[config.mk]
export PLATFORM = sky130hd
export DESIGN_NAME = crc8_frame_receiver_unit_flat
export DESIGN_NICKNAME = d
export VERILOG_FILES = /design/src/rtl/core/crc8fr_pkg.sv /design/src/rtl/core/crc8fr_if.sv /design/src/rtl/core/crc8fr_parser.sv /design/src/rtl/core/crc8fr_out_buf.sv /design/src/rtl/core/crc8_frame_receiver_unit.sv /design/src/flat_wrapper.sv
export SDC_FILE = /design/constraint.sdc
export NUM_CORES = 1
export LEC_CHECK = 0
export BUFFER_PORTS_ARGS = -buffer_cell sky130_fd_sc_hd__clkbuf_2
export CELL_PAD_IN_SITES_DETAIL_PLACEMENT = 2
export CELL_PAD_IN_SITES_GLOBAL_PLACEMENT = 2
export CORE_MARGIN = 8
export CORE_UTILIZATION = 38
export CTS_CLUSTER_SIZE = 24
export DETAILED_ROUTE_END_ITERATION = 16
export GPL_TIMING_DRIVEN = 0
export PLACE_DENSITY_LB_ADDON = 0.1
export RECOVER_POWER = 25
export SLEW_MARGIN = 20
export SYNTH_ARGS = -nofsm -noshare
export SYNTH_HDL_FRONTEND = slang
export SYNTH_SLANG_ARGS = --single-unit
[constraint.sdc]
create_clock -name clock -period 3.7 [get_ports clock]
set_input_delay 0.555 -clock clock [delete_from_list [all_inputs] [get_ports clock]]
set_output_delay 0.555 -clock clock [all_outputs]
set_load 0.05 [all_outputs]
[src/rtl/core/crc8fr_pkg.sv]
`timescale 1ns / 1ps

package crc8fr_pkg;

   localparam int unsigned MAX_FRAME_LEN = 64;

   localparam logic [7:0] CRC_POLY = 8'hD5;
   localparam logic [7:0] CRC_INIT = 8'h00;
   localparam logic [7:0] RESET_EXPECTED_TYPE = 8'h05;
   localparam logic RESET_TYPE_CHECK_ON = 1'b1;

   // frame status codes
   localparam logic [1:0] ST_GOOD = 2'd0;
   localparam logic [1:0] ST_CRC = 2'd1;
   localparam logic [1:0] ST_TYPE = 2'd2;
   localparam logic [1:0] ST_LEN = 2'd3;

   // result kinds
   localparam logic KIND_PAYLOAD = 1'b0;
   localparam logic KIND_STATUS = 1'b1;

   // register indexes
   localparam logic REG_EXPECTED_TYPE = 1'b0;
   localparam logic REG_TYPE_CHECK_ON = 1'b1;

   // byte positions with a fixed meaning
   localparam logic [7:0] POS_LENGTH = 8'd0;
   localparam logic [7:0] POS_TYPE = 8'd1;
   localparam logic [7:0] POS_FIRST_PAYLOAD = 8'd2;
   localparam logic [7:0] MIN_LENGTH = 8'd2;

   typedef struct packed {
      logic [7:0] expected_type;
      logic       type_check_on;
   } cfg_type;

   typedef struct packed {
      logic       result_kind;
      logic [7:0] payload_byte;
      logic [7:0] frame_kind;
      logic [1:0] frame_status;
      logic [7:0] payload_seen;
   } result_type;

   // MSB-first CRC-8 over one byte, no reflection
   function automatic logic [7:0] crc8_update(input logic [7:0] crc, input logic [7:0] data);
      logic [7:0] acc;
      acc = crc ^ data;
      for (int i = 0; i < 8; i++) begin
         if (acc[7]) begin
            acc = {acc[6:0], 1'b0} ^ CRC_POLY;
         end else begin
            acc = {acc[6:0], 1'b0};
         end
      end
      return acc;
   endfunction

endpackage

[src/rtl/core/crc8fr_if.sv]
`timescale 1ns / 1ps

interface crc8fr_req_if;
   logic       valid;
   logic       ready;
   logic [7:0] rx_byte;

   modport source (output valid, output rx_byte, input ready);
   modport sink (input valid, input rx_byte, output ready);
endinterface

interface crc8fr_rsp_if;
   logic       valid;
   logic       ready;
   logic       result_kind;
   logic [7:0] payload_byte;
   logic [7:0] frame_kind;
   logic [1:0] frame_status;
   logic [7:0] payload_seen;

   modport source (output valid, output result_kind, output payload_byte,
                   output frame_kind, output frame_status, output payload_seen,
                   input ready);
   modport sink (input valid, input result_kind, input payload_byte,
                 input frame_kind, input frame_status, input payload_seen,
                 output ready);
endinterface

[src/rtl/core/crc8fr_parser.sv]
`timescale 1ns / 1ps

module crc8fr_parser
   import crc8fr_pkg::*;
(
   input  logic       clock,
   input  logic       reset,
   input  logic       accept,
   input  logic [7:0] rx_byte,
   input  cfg_type    cfg,
   output logic       res_valid,
   output result_type res
);

   logic [7:0] position_ff, position_in;
   logic [7:0] length_ff, length_in;
   logic [7:0] crc_ff, crc_in;
   logic [7:0] type_ff, type_in;
   logic [7:0] crc_next;

   always_comb begin
      crc_next = crc8_update(crc_ff, rx_byte);
   end

   always_comb begin
      position_in = position_ff;
      length_in = length_ff;
      crc_in = crc_ff;
      type_in = type_ff;
      res_valid = 1'b0;
      res = '0;
      if (accept) begin
         priority if (position_ff == POS_LENGTH) begin
            crc_in = CRC_INIT;
            type_in = 8'd0;
            if (rx_byte < MIN_LENGTH) begin
               // too short to hold a type byte: report and stay put
               length_in = 8'd0;
               res_valid = 1'b1;
               res.result_kind = KIND_STATUS;
               res.frame_status = ST_LEN;
            end else begin
               length_in = rx_byte;
               position_in = POS_TYPE;
            end
         end else if (position_ff == POS_TYPE) begin
            type_in = rx_byte;
            crc_in = crc8_update(CRC_INIT, rx_byte);
            position_in = POS_FIRST_PAYLOAD;
         end else if (position_ff < length_ff) begin
            crc_in = crc_next;
            res_valid = 1'b1;
            res.result_kind = KIND_PAYLOAD;
            res.payload_byte = rx_byte;
            res.frame_kind = type_ff;
            res.frame_status = ST_GOOD;
            res.payload_seen = position_ff - 8'd1;
            position_in = position_ff + 8'd1;
         end else begin
            // CRC word closes the frame
            res_valid = 1'b1;
            res.result_kind = KIND_STATUS;
            res.frame_kind = type_ff;
            res.payload_seen = length_ff - MIN_LENGTH;
            priority if ({24'd0, length_ff} > 32'(MAX_FRAME_LEN)) begin
               res.frame_status = ST_LEN;
            end else if (cfg.type_check_on && (type_ff != cfg.expected_type)) begin
               res.frame_status = ST_TYPE;
            end else if (rx_byte != crc_ff) begin
               res.frame_status = ST_CRC;
            end else begin
               res.frame_status = ST_GOOD;
            end
            position_in = POS_LENGTH;
         end
      end
   end

   always_ff @(posedge clock) begin
      if (reset) begin
         position_ff <= POS_LENGTH;
         length_ff <= 8'd0;
         crc_ff <= CRC_INIT;
         type_ff <= 8'd0;
      end else begin
         position_ff <= position_in;
         length_ff <= length_in;
         crc_ff <= crc_in;
         type_ff <= type_in;
      end
   end

endmodule

[src/rtl/core/crc8fr_out_buf.sv]
`timescale 1ns / 1ps

module crc8fr_out_buf
   import crc8fr_pkg::*;
(
   input  logic       clock,
   input  logic       reset,
   input  logic       in_valid,
   input  result_type in_data,
   output logic       in_ready,
   crc8fr_rsp_if.source rsp
);

   logic       main_valid_ff, main_valid_in;
   result_type main_data_ff, main_data_in;
   logic       skid_valid_ff, skid_valid_in;
   result_type skid_data_ff, skid_data_in;
   logic       main_free;

   // ready depends only on the skid slot, so it never waits on rsp.ready
   assign in_ready = !skid_valid_ff;
   assign main_free = !main_valid_ff || rsp.ready;

   always_comb begin
      main_valid_in = main_valid_ff;
      main_data_in = main_data_ff;
      skid_valid_in = skid_valid_ff;
      skid_data_in = skid_data_ff;
      if (main_free) begin
         if (skid_valid_ff) begin
            main_valid_in = 1'b1;
            main_data_in = skid_data_ff;
            skid_valid_in = 1'b0;
         end else begin
            main_valid_in = in_valid;
            main_data_in = in_data;
         end
      end else if (in_valid) begin
         skid_valid_in = 1'b1;
         skid_data_in = in_data;
      end
   end

   always_ff @(posedge clock) begin
      if (reset) begin
         main_valid_ff <= 1'b0;
         skid_valid_ff <= 1'b0;
      end else begin
         main_valid_ff <= main_valid_in;
         skid_valid_ff <= skid_valid_in;
      end
   end

   always_ff @(posedge clock) begin
      main_data_ff <= main_data_in;
      skid_data_ff <= skid_data_in;
   end

   assign rsp.valid = main_valid_ff;
   assign rsp.result_kind = main_data_ff.result_kind;
   assign rsp.payload_byte = main_data_ff.payload_byte;
   assign rsp.frame_kind = main_data_ff.frame_kind;
   assign rsp.frame_status = main_data_ff.frame_status;
   assign rsp.payload_seen = main_data_ff.payload_seen;

endmodule

[src/rtl/core/crc8_frame_receiver_unit.sv]
`timescale 1ns / 1ps
// A word's result is registered in the output buffer (main or skid slot) before it shows on rsp.
// Throughput: one word per cycle while req.ready is high; the CRC byte update is one unrolled stage.
// A two-entry output buffer keeps req.ready high while one result waits on rsp.
// Reset (synchronous, active high) returns to awaiting a length byte, clears the
// CRC and type, empties the output buffer and loads expected_type 5, type check on.

module crc8_frame_receiver_unit
   import crc8fr_pkg::*;
(
   input  logic       clock,
   input  logic       reset,
   crc8fr_req_if.sink   req,
   crc8fr_rsp_if.source rsp,
   input  logic       csr_write_enable,
   input  logic       csr_index,
   input  logic [7:0] csr_write_data
);

   cfg_type    cfg_ff, cfg_in;
   logic       accept;
   logic       res_valid;
   result_type res;
   logic       buf_ready;

   always_comb begin
      cfg_in = cfg_ff;
      if (csr_write_enable) begin
         unique case (csr_index)
            REG_EXPECTED_TYPE: cfg_in.expected_type = csr_write_data;
            REG_TYPE_CHECK_ON: cfg_in.type_check_on = csr_write_data[0];
            default: cfg_in = cfg_ff;
         endcase
      end
   end

   always_ff @(posedge clock) begin
      if (reset) begin
         cfg_ff.expected_type <= RESET_EXPECTED_TYPE;
         cfg_ff.type_check_on <= RESET_TYPE_CHECK_ON;
      end else begin
         cfg_ff <= cfg_in;
      end
   end

   assign req.ready = buf_ready;
   assign accept = req.valid && buf_ready;

   crc8fr_parser u_parser (
      .clock     (clock),
      .reset     (reset),
      .accept    (accept),
      .rx_byte   (req.rx_byte),
      .cfg       (cfg_ff),
      .res_valid (res_valid),
      .res       (res)
   );

   crc8fr_out_buf u_out_buf (
      .clock    (clock),
      .reset    (reset),
      .in_valid (res_valid),
      .in_data  (res),
      .in_ready (buf_ready),
      .rsp      (rsp)
   );

endmodule
[src/flat_wrapper.sv]
// flat-port wrapper written by rule: the top's interface ports become plain ports
module crc8_frame_receiver_unit_flat import crc8fr_pkg::*;
  (clock, reset, csr_write_enable, csr_index, csr_write_data, req_valid, req_rx_byte, req_ready, rsp_valid, rsp_result_kind, rsp_payload_byte, rsp_frame_kind, rsp_frame_status, rsp_payload_seen, rsp_ready);
  crc8fr_req_if req_i ();
  crc8fr_rsp_if rsp_i ();
  input  logic clock;
  input  logic reset;
  input  logic csr_write_enable;
  input  logic csr_index;
  input  logic [7:0] csr_write_data;
  input wire logic [$bits(req_i.valid)-1:0] req_valid;
  input wire logic [$bits(req_i.rx_byte)-1:0] req_rx_byte;
  output wire logic [$bits(req_i.ready)-1:0] req_ready;
  output wire logic [$bits(rsp_i.valid)-1:0] rsp_valid;
  output wire logic [$bits(rsp_i.result_kind)-1:0] rsp_result_kind;
  output wire logic [$bits(rsp_i.payload_byte)-1:0] rsp_payload_byte;
  output wire logic [$bits(rsp_i.frame_kind)-1:0] rsp_frame_kind;
  output wire logic [$bits(rsp_i.frame_status)-1:0] rsp_frame_status;
  output wire logic [$bits(rsp_i.payload_seen)-1:0] rsp_payload_seen;
  input wire logic [$bits(rsp_i.ready)-1:0] rsp_ready;
  assign req_i.valid = req_valid;
  assign req_i.rx_byte = req_rx_byte;
  assign req_ready = req_i.ready;
  assign rsp_valid = rsp_i.valid;
  assign rsp_result_kind = rsp_i.result_kind;
  assign rsp_payload_byte = rsp_i.payload_byte;
  assign rsp_frame_kind = rsp_i.frame_kind;
  assign rsp_frame_status = rsp_i.frame_status;
  assign rsp_payload_seen = rsp_i.payload_seen;
  assign rsp_i.ready = rsp_ready;
  crc8_frame_receiver_unit u_core (.clock(clock), .reset(reset), .req(req_i), .rsp(rsp_i), .csr_write_enable(csr_write_enable), .csr_index(csr_index), .csr_write_data(csr_write_data));
endmodule
==> flow_summary.yaml, run 1 <==
floorplanning:
  die_w_um: 130
  pin_count: 51
  dieArea_mm2: 0.0168
  initial_core_util_pct: 38.8
  core-area_mm2: 0.0126
  std_cell_rows: 41
  die_h_um: 130
critical_path:
  end_kind: "flop"
  cp_slowest_stage_delay_ns: 0.48
  cp-start-kind: "flop"
  cp_num_cells: 7
  cp_max_fo: 18
  worstPathRequired_ns: 3.76
  critPathBufInv: 2
  critPathArrivalTime_ns: 3.12
  cp_top_family: "simple AND/OR/NAND/NOR gates"
  rrSetupSlack_ns: 0.65
  rr_worst_depth: 7
  path_class: "flop to flop"
  path_cells: "clkbuf_1, nor2_1, nand2_1, nor3_2, nand2b_1, a21oi_4, buf_16"
  slowest_stage: "nor3_2"
logic_synthesis:
  synth-seq-cells: 97
  yosysTopAreaCellShare_pct: 33.1
  yosys_warnings: 0
  synth_top_area_cell: "edfxtp_1"
  ys_seq_area_share_pct: 50.7
  ys_types: 46
  syn_nets: 516
  synth_edf_count: 54
  synth-main-ff-cell: "edfxtp_1"
  syn_avg_cell_area_um2: 10.2
  netlist_area_mm2: 0.00490
  synthCells: 482
  synthArstFlopShare_pct: 0
  ys_top_cells_by_area: "edfxtp_1 33%, dfxtp_1 18%, xnor2_1 7.3%"
outcome:
  outcome: "complete, no violations"
final_layout:
  final_cell_mix: "54 x edfxtp_1, 48 x nand2_1, 43 x dfxtp_1"
  final_nets: 573
  drive_gt1_share_pct: 11.0
  areaGrowthSynthToFinish_pct: 16.0
  mostFrequentLayoutCell: "edfxtp_1"
  fill_cells: 1409
  antenna_cells: 0
  instances_no_fill: 716
clock_tree:
  cts_made_buffers: 9
  ctsHoldBuffers: 0
  h-tree-depth: 3
  cts_root_buf: "clkbuf_16"
  cts.sinks: 97
  cts_tree: "done"
  clkTransAtPathRegs_ns: 0.08
  post_cts_buffers: 0
  cts_resized: 0
  clk_path_buf_depth: 2
  clock_latency_ns: 0.35
timing:
  min_period_ns: 3.05
  tns_ns: 0
  final_max_slew_viol_count: 0
  worstMarginPinSlew_ns: 1.46
  finalClockSkew_ns: 0.00813
  rsz0062_at_grt: "no"
  report.final.hold_viol_count: 0
  min_period_over_period_pct: 82.6
  max_slew_margin_pct: 2.43
  fmax_mhz: 327
  setup_viol: 0
pwr:
  power_mw: 2.93
  power_frac_seq_pct: 42.1
  p_switching_mw: 0.967
  powerDensity_mw_per_mm2: 516
  power.internal_mw: 1.97
  ir_drop_uv: 193
  power_frac_comb_pct: 23.3
  switching_share_pct: 33.0
  pwr-share-clk_pct: 34.6
  leakage_nw: 2.24
global_route:
  grt_util_met2_pct: 32.4
  grt_max_degree: 31
  grt.total_usage_pct: 19.1
  grt_util_met3_pct: 2.38
  busiest_layer: "met2"
  grt_use_met1_pct: 24.4
  grt_antenna_before_repair: 0
  grt_pass1_vias: 4163
  grt_pass1_wl_um: 24200
  grt.overflow.total: 0
placed_design:
  gp_congestion: 0.877
  place_hpwl_um: 11500
  port_buffers: 45
  placed_cells: 700
drt:
  finalWirelength_um: 15400
  via_count: 3818
  drc: 0
  drtIter0Drc: 170
  wl_per_cell_um: 21.5
  post_drt_via_cell_ratio: 5.33
  firstDrtPassIters: 4
  ant_nets: 0
min_path:
  hold_path_class: "primary input to flop"
  hold_path_depth: 3
job:
  drv_cap: 0
==> metrics by stage <==
stage | setup WS [ns] | utilization [%] | hold slack [ns] | cell area, µm²
finish | 0.645 | 45.0 | 0.414 | 5680
detailed placement | 0.700 | 42.6 | 0.469 | 5380
global placement | -0.599 | 42.3 | 0.447 | 5340
floorplan | 0.318 | - | 0.432 | 4900
CTS | 0.674 | 45.2 | 0.408 | 5710
global route | 0.443 | 45.0 | 0.424 | 5680
==> layer usage <==
| metal | wire length, µm | up-vias |
|---|---|---|
| met1 | 7060 | 1920 |
| li1 | - | 1835 |
| met4 | 200 | 0 |
| met2 | 7700 | 50 |
| met5 | 0 | - |
| met3 | 400 | 13 |
==> worst register-to-register path, stage by stage, from the launching register on <==
cell and delay (ns):
dfxtp_1 0.33, clkbuf_1 0.23, nor2_1 0.45, nand2_1 0.28
nor3_2 0.48, nand2b_1 0.31, a21oi_4 0.46, buf_16 0.22
==> worst paths after layout <==
path | startpoint | end
max | u_core.u_parser.position_ff[2] | u_core.u_out_buf.skid_data_ff[11]
max reg2reg | u_core.u_parser.position_ff[2] | u_core.u_out_buf.skid_data_ff[11]
min reg2reg | u_core.cfg_ff[4] | u_core.cfg_ff[4]
min | csr_write_data[6] | u_core.cfg_ff[7]
==> flip-flops by register name, summed over array words and instances, names as in the netlist <==
register / cells
u_core.u_out_buf.skid_data_ff: 27
u_core.cfg_ff: 9
u_core.u_out_buf.rsp.frame_kind: 8
u_core.u_out_buf.rsp.payload_byte: 8
u_core.u_out_buf.rsp.payload_seen: 8
u_core.u_parser.crc_ff: 8
u_core.u_parser.length_ff: 8
u_core.u_parser.position_ff: 8
u_core.u_parser.type_ff: 8
u_core.u_out_buf.rsp.frame_status: 2
u_core.u_out_buf.rsp.result_kind: 1
u_core.u_out_buf.rsp.valid: 1
u_core.u_out_buf.skid_valid_ff: 1
==> power groups by stage <==
stage	Sequential (mW)	Clock [mW]	Combinational, mW
6_report	1.24	1.01	0.682
5_1_grt	1.24	1.07	0.742
4_1_cts	1.24	1.03	0.694
3_5_place_dp	1.26	0	0.686
3_3_place_gp	1.26	0	0.656
2_1_floorplan	1.35	0	0.398
==> cells in the mapped netlist (14+ instances only) <==
cell and instances:
a21oi_1 33, a21o_1 19, nand2_1 48, xor2_1 19
xnor2_1 41, and2_1 14, edfxtp_1 54, nor2_1 36
clkbuf_1 19, dfxtp_1 43, o21ai_0 16
==> cell families after synthesis <==
kind of cell | share of synthesized area [%]
fa+ha+maj | 3.07
flops | 50.7
compound gates | 14.6
xor+xnor | 11.2
buf+inv | 3.40
simple gates | 17.1
==> layout make-up <==
type                    count  area [µm²]  area share [%]
clock inverters             7         101            1.78
well taps                 172         215            3.79
inverters                  13        48.8           0.859
plain buffers              26         118            2.07
clock buffers               9         225            3.96
repair buffers             46         230            4.05
multi-input cells         346        2260            39.8
flip-flops and latches     97        2480            43.7
No activity file was read; power rests on OpenSTA's default activity.
==> run 2, diff against run 1 <==
- ABC_AREA: unset -> 1
- CORE_UTILIZATION: 38 -> 32
- clock period: 3.7 -> 2.6 ns (I/O delays scaled with it)
==> flow_summary.yaml, run 2 <==
final_layout:
  final_nets: 776
  top_regs: "u_core.u_out_buf.skid_data_ff x27, u_core.cfg_ff x9"
  utilization_pct: 37.8
  antenna_cells: 0
  areaGrowthSynthToFinish_pct: 16.3
  drive_gt1_share_pct: 18.2
  mostFrequentLayoutCell: "nand2_1"
  largest_reg_flops: 27
  design_area_mm2: 0.00623
  fill_cells: 1899
  final_cell_mix: "184 x nand2_1, 66 x nand3_1, 58 x nor2_1"
  multiInputGateArea_mm2: 0.00253
  regMostFlops: "u_core.u_out_buf.skid_data_ff"
  regArea_mm2: 0.00248
drt:
  firstDrtPassIters: 4
  drtIter0Drc: 169
  via_count: 4802
  post_drt_via_cell_ratio: 4.97
  ant_nets: 0
  wl_per_cell_um: 18.2
  finalWirelength_um: 17600
  drc: 0
logic_synthesis:
  yosys_warnings: 0
  synth_common_cells: "185 x nand2_1, 66 x nand3_1, 59 x nor2_1, 55 x inv_1, 54 x edfxtp_1"
  yosysTopAreaCellShare_pct: 30.3
  ys_seq_area_share_pct: 46.3
  synth.most_common_cell: "nand2_1"
  synth_compound_area_share_pct: 9.23
  syn_avg_cell_area_um2: 7.90
  ys_types: 37
  synth-seq-cells: 97
  netlist_area_mm2: 0.00536
  synth_top_family_by_area: "simple AND/OR/NAND/NOR gates"
  synth-simple-area-share_pct: 30.7
  synth_adder_area_share_pct: 2.80
  synthCells: 678
  synth-main-ff-cell: "edfxtp_1"
  synth_edf_count: 54
  syn_nets: 712
  synthArstFlopShare_pct: 0
  synth_top_area_cell: "edfxtp_1"
  synthMuxAreaShare_pct: 0
  ys_top_cells_by_area: "edfxtp_1 30%, dfxtp_1 16%, nand2_1 13%"
  synth_xor_area_share_pct: 3.76
critical_path:
  worstPathRequired_ns: 2.67
  end_kind: "flop"
  critPathBufInv: 5
  rr_worst_depth: 12
  critPathArrivalTime_ns: 2.51
  worstReg2RegEnd: "u_core.u_out_buf.skid_data_ff[2]"
  reg2reg_from: "u_core.u_parser.position_ff[0]"
  cp_slowest_stage_delay_ns: 0.39
  cp-start-kind: "flop"
  cp_max_fo: 11
  slowest_stage: "dfxtp_2"
  path_class: "flop to flop"
  cp_top_family: "buffers and inverters"
  path_cells: "inv_2, ha_1, nand2_1, nor2_2, nand2_2, nand2_2, inv_2, nand2_4, buf_4, buf_4, a21oi_4, buf_4"
  crit_path_frequent_cell: "buf_4"
  rrSetupSlack_ns: 0.16
floorplanning:
  initial_core_util_pct: 32.5
  die_w_um: 145
  std_cell_rows: 47
  dieArea_mm2: 0.0211
  die_h_um: 145
  pin_count: 51
  core-area_mm2: 0.0165
pwr:
  pwr-share-clk_pct: 29.8
  p_switching_mw: 1.64
  ir_drop_uv: 290
  power_frac_comb_pct: 29.4
  power_mw: 4.37
  power_frac_seq_pct: 40.9
  switching_share_pct: 37.5
  power.internal_mw: 2.73
  leakage_nw: 2.72
  powerDensity_mw_per_mm2: 702
global_route:
  grt.total_usage_pct: 17.1
  grt_antenna_before_repair: 0
  grt.overflow.total: 0
  grt_pass1_wl_um: 29000
  grt_max_degree: 31
  grt_pass1_vias: 5375
clock_tree:
  cts_root_buf: "clkbuf_16"
  clk_path_buf_depth: 2
  cts.sinks: 97
  cts_made_buffers: 9
  clock_latency_ns: 0.36
  cts_tree: "done"
  h-tree-depth: 3
  clkTransAtPathRegs_ns: 0.07
outcome:
  outcome: "complete, no violations"
min_path:
  hold_path_class: "primary input to flop"
  min_from: "csr_write_data[2]"
  min_to: "u_core.cfg_ff[3]"
  hold_path_depth: 3
timing:
  rsz0062_at_grt: "no"
  fmax_mhz: 410
  tns_ns: 0
  max_slew_margin_pct: 9.39
  finalClockSkew_ns: 0.0118
  report.final.hold_viol_count: 0
  worstMarginPinSlew_ns: 1.36
  final_max_slew_viol_count: 0
  min_period_ns: 2.44
  min_period_over_period_pct: 93.8
  setup_viol: 0
placed_design:
  gp_congestion: 0.828
  placed_area_mm2: 0.00588
  place_hpwl_um: 13800
  port_buffers: 47
job:
  drv_cap: 0
run 2: changes by cell type after synthesis, sizes merged, moves of 6 or more:
cell    change
nand2     +163
nand3      +60
inv        +58
xnor2      -33
nor2       +25
o21ai      +25
and2       -19
a21o       -14
clkbuf     -14
o31ai       -9
nand3b      -8
a22oi       -7
buf         +7
nand2b      -6
run 2: cell families (layout without fill, tap and decap cells):
kind of cell	after synthesis	count (layout)
xor+xnor	23	23
fa+ha+maj	12	12
buf+inv	90	158
simple gates	366	366
compound gates	90	91
flops	97	97
run 2: power groups by stage:
stage | logic [mW] | registers (mW) | clock network, mW
floorplan | 0.734 | 1.99 | 0
finish | 1.28 | 1.79 | 1.30
global placement | 1.23 | 1.81 | 0
CTS | 1.30 | 1.79 | 1.34
global route | 1.43 | 1.80 | 1.40
detailed placement | 1.29 | 1.82 | 0
run 2: what timing repair did:
| item | 4_1_cts | 5_1_grt |
|---|---|---|
| setup endpoints to repair | 27 | 35 |
| cloned | 1 | 0 |
| gates resized for setup | 1 | 8 |
| hold buffers | 0 | 0 |
| buffers inserted | 5 | 0 |
| pin swaps | 2 | 0 |
run 2: worst register-to-register path: stages, from the launching register on:
cell and delay [ns]:
dfxtp_2 0.39, inv_2 0.08, ha_1 0.21, nand2_1 0.10, nor2_2 0.07, nand2_2 0.18, nand2_2 0.13, inv_2 0.13
nand2_4 0.08, buf_4 0.18, buf_4 0.20, a21oi_4 0.20, buf_4 0.21
run 2: through the flow:
| stage | setup WS [ns] | hold slack, ns | cells |
|---|---|---|---|
| finish | 0.162 | 0.246 | 967 |
| CTS | 0.0412 | 0.234 | 967 |
| detailed placement | -0.343 | 0.462 | 945 |
| global route | 0.0207 | 0.253 | 967 |
| floorplan | 0.175 | 0.422 | 678 |
| global placement | -0.298 | 0.457 | 945 |
run 2: worst max-delay path by stage:
stage,start,to,slack (ns),depth (start not counted)
floorplan,u_core.u_out_buf.rsp.valid,u_core.u_out_buf.skid_data_ff[0],0.18,2
global placement,u_core.u_parser.position_ff[0],u_core.u_out_buf.skid_data_ff[2],-0.30,11
detailed placement,u_core.u_parser.position_ff[0],u_core.u_out_buf.skid_data_ff[3],-0.34,11
CTS,u_core.u_parser.position_ff[1],u_core.u_out_buf.skid_data_ff[2],0.04,9
global route,u_core.u_parser.length_ff[1],u_core.u_out_buf.rsp.frame_status[1],0.02,11
finish,u_core.u_parser.position_ff[0],u_core.u_out_buf.skid_data_ff[2],0.16,12
run 2: per-layer routing:
layer | GRT usage (%) | wire length [µm] | vias to the layer above
met5 | 0 | 0 | -
met4 | 6.35 | 414 | 0
met3 | 3.14 | 510 | 30
met2 | 29.3 | 8580 | 73
met1 | 21.1 | 8130 | 2339
li1 | - | - | 2360
run 2: area by class of cell:
type	count	area share (%)
buffer	19	1.79
clock buffer	9	3.62
clock inverter	7	0.864
inverter	71	4.40
multi-input combinational	492	40.7
sequential	97	39.9
tap	220	4.42
timing repair buffer	52	4.36
==> run 3, diff against run 2 <==
- GPL_TIMING_DRIVEN: 0 -> unset
- SYNTH_HIERARCHICAL: unset -> 1
==> flow_summary.yaml, run 3 <==
floorplanning:
  initial_core_util_pct: 32.2
  std_cell_rows: 48
  core-area_mm2: 0.0171
  die_w_um: 147
  dieArea_mm2: 0.0216
  pin_count: 51
  die_h_um: 147
global_route:
  grt_use_met1_pct: 20.2
  grt_pass1_wl_um: 28400
  grt_util_met2_pct: 28.9
  grt_antenna_before_repair: 0
  busiest_layer: "met2"
  grt.overflow.total: 0
  grt_max_degree: 30
  grt.total_usage_pct: 16.5
  grt_pass1_vias: 5438
  grt_util_met3_pct: 2.98
clock_tree:
  ctsHoldBuffers: 0
  clock_latency_ns: 0.35
  h-tree-depth: 3
  cts_made_buffers: 9
  cts_root_buf: "clkbuf_16"
  post_cts_buffers: 0
  cts_tree: "done"
  cts.sinks: 97
  clkTransAtPathRegs_ns: 0.07
  clk_path_buf_depth: 2
critical_path:
  critPathArrivalTime_ns: 2.52
  worstPathRequired_ns: 2.66
  path_class: "flop to flop"
  cp_max_fo: 11
  rrSetupSlack_ns: 0.14
  end_kind: "flop"
  cp-start-kind: "flop"
final_layout:
  fill_cells: 2030
  largest_reg_flops: 27
  mostFrequentLayoutCell: "nand2_1"
  antenna_cells: 0
  drive_gt1_share_pct: 14.7
  top_regs: "u_core/u_out_buf/skid_data_ff x27, u_core/cfg_ff x9"
  areaGrowthSynthToFinish_pct: 17.1
  regMostFlops: "u_core/u_out_buf/skid_data_ff"
  multiInputGateArea_mm2: 0.00260
  design_area_mm2: 0.00643
  regArea_mm2: 0.00248
  final_cell_mix: "230 x nand2_1, 69 x inv_1, 69 x nand3_1"
  utilization_pct: 37.7
  final_nets: 820
timing:
  final_max_slew_viol_count: 0
  report.final.hold_viol_count: 0
  tns_ns: 0
  setup_viol: 0
  fmax_mhz: 406
  worstMarginPinSlew_ns: 0.725
  max_slew_margin_pct: 51.6
  min_period_over_period_pct: 94.7
  min_period_ns: 2.46
  finalClockSkew_ns: 0.00850
logic_synthesis:
  synth_common_cells: "232 x nand2_1, 72 x inv_1, 69 x nand3_1, 57 x nor2_1, 54 x edfxtp_1"
  synth_edf_count: 54
  synth-seq-cells: 97
  ys_types: 39
  syn_nets: 748
  synthCells: 714
  syn_avg_cell_area_um2: 7.69
  synthArstFlopShare_pct: 0
  yosys_warnings: 6
  ys_seq_area_share_pct: 45.2
  yosysTopAreaCellShare_pct: 29.5
  synth_top_area_cell: "edfxtp_1"
  netlist_area_mm2: 0.00549
  synth-main-ff-cell: "edfxtp_1"
  ys_top_cells_by_area: "edfxtp_1 30%, nand2_1 16%, dfxtp_1 16%"
  synth.most_common_cell: "nand2_1"
drt:
  drc: 0
  post_drt_via_cell_ratio: 4.93
  finalWirelength_um: 17900
  via_count: 5013
  firstDrtPassIters: 4
  wl_per_cell_um: 17.6
  ant_nets: 0
  drtIter0Drc: 166
job:
  drv_cap: 0
min_path:
  hold_path_class: "primary input to flop"
pwr:
  power_frac_seq_pct: 39.6
  pwr-share-clk_pct: 29.3
  powerDensity_mw_per_mm2: 689
  p_switching_mw: 1.66
  ir_drop_uv: 281
  power.internal_mw: 2.77
  power_frac_comb_pct: 31.1
  leakage_nw: 2.86
  power_mw: 4.43
  switching_share_pct: 37.5
outcome:
  outcome: "complete, no violations"
placed_design:
  gp_congestion: 0.818
  port_buffers: 50
  place_hpwl_um: 14100
  placed_area_mm2: 0.00613
run 3: kinds of logic after synthesis:
kind of cell / count (synthesis) / synth area share, %
AND/OR/NAND/NOR: 399 / 30.9
flip-flops: 97 / 45.2
buffers and inverters: 104 / 8.11
XOR/XNOR: 34 / 5.83
AO/OA/AOI/OAI: 68 / 7.25
adder cells (fa/ha/maj): 12 / 2.73
run 3: critical path: stages (launching register included):
cell	delay, ns
dfxtp_1	0.36
inv_2	0.11
ha_2	0.21
inv_1	0.07
nor2_1	0.14
inv_1	0.10
nor3_4	0.26
inv_2	0.10
nor2_4	0.12
nand2_2	0.09
nand2_2	0.11
inv_1	0.08
nor2_4	0.20
clkbuf_16	0.22
run 3: area by class of cell:
cell class	instances	share of cell area (%)
flip-flops and latches	97	38.6
clock buffers	10	3.56
clock inverters	6	0.778
inverters	87	5.08
well taps	225	4.38
repair buffers	78	7.12
multi-input cells	513	40.5
run 3: metal layers:
layer  vias to the layer above  routed length, µm
met3                        15                491
met4                         0                240
met2                        60               8830
met1                      2480               8360
li1                       2458                  -
met5                         -                  0
run 3: timing repair:
item,CTS,global route
resized for setup,1,11
pin swaps,0,2
gates cloned,0,1
endpoints found under the setup margin,22,45
run 3: final timing paths:
| kind | from | to | cells past startpoint |
|---|---|---|---|
| worst max-delay path | u_core/u_parser/position_ff[0] | u_core/u_out_buf/skid_data_ff[21] | 13 |
| worst min-delay path | csr_write_data[0] | u_core/cfg_ff[0] | 3 |
| worst max register to register | u_core/u_parser/position_ff[0] | u_core/u_out_buf/skid_data_ff[21] | 13 |
| worst min register to register | u_core/u_parser/type_ff[1] | u_core/u_parser/type_ff[1] | 2 |
run 3: metrics by stage:
step	cells	setup slack, ns	hold slack [ns]
floorplan	714	0.0199	0.428
global placement	999	0.176	0.463
detailed placement	999	0.0332	0.465
CTS	1015	0.0498	0.295
global route	1016	-0.0160	0.310
finish	1016	0.139	0.303
run 3: power groups by stage:
stage	registers (mW)	clock network [mW]	logic (mW)
2_1_floorplan	1.91	0	0.850
3_3_place_gp	1.79	0	1.33
3_5_place_dp	1.79	0	1.39
4_1_cts	1.76	1.34	1.40
5_1_grt	1.77	1.38	1.52
6_report	1.76	1.30	1.38
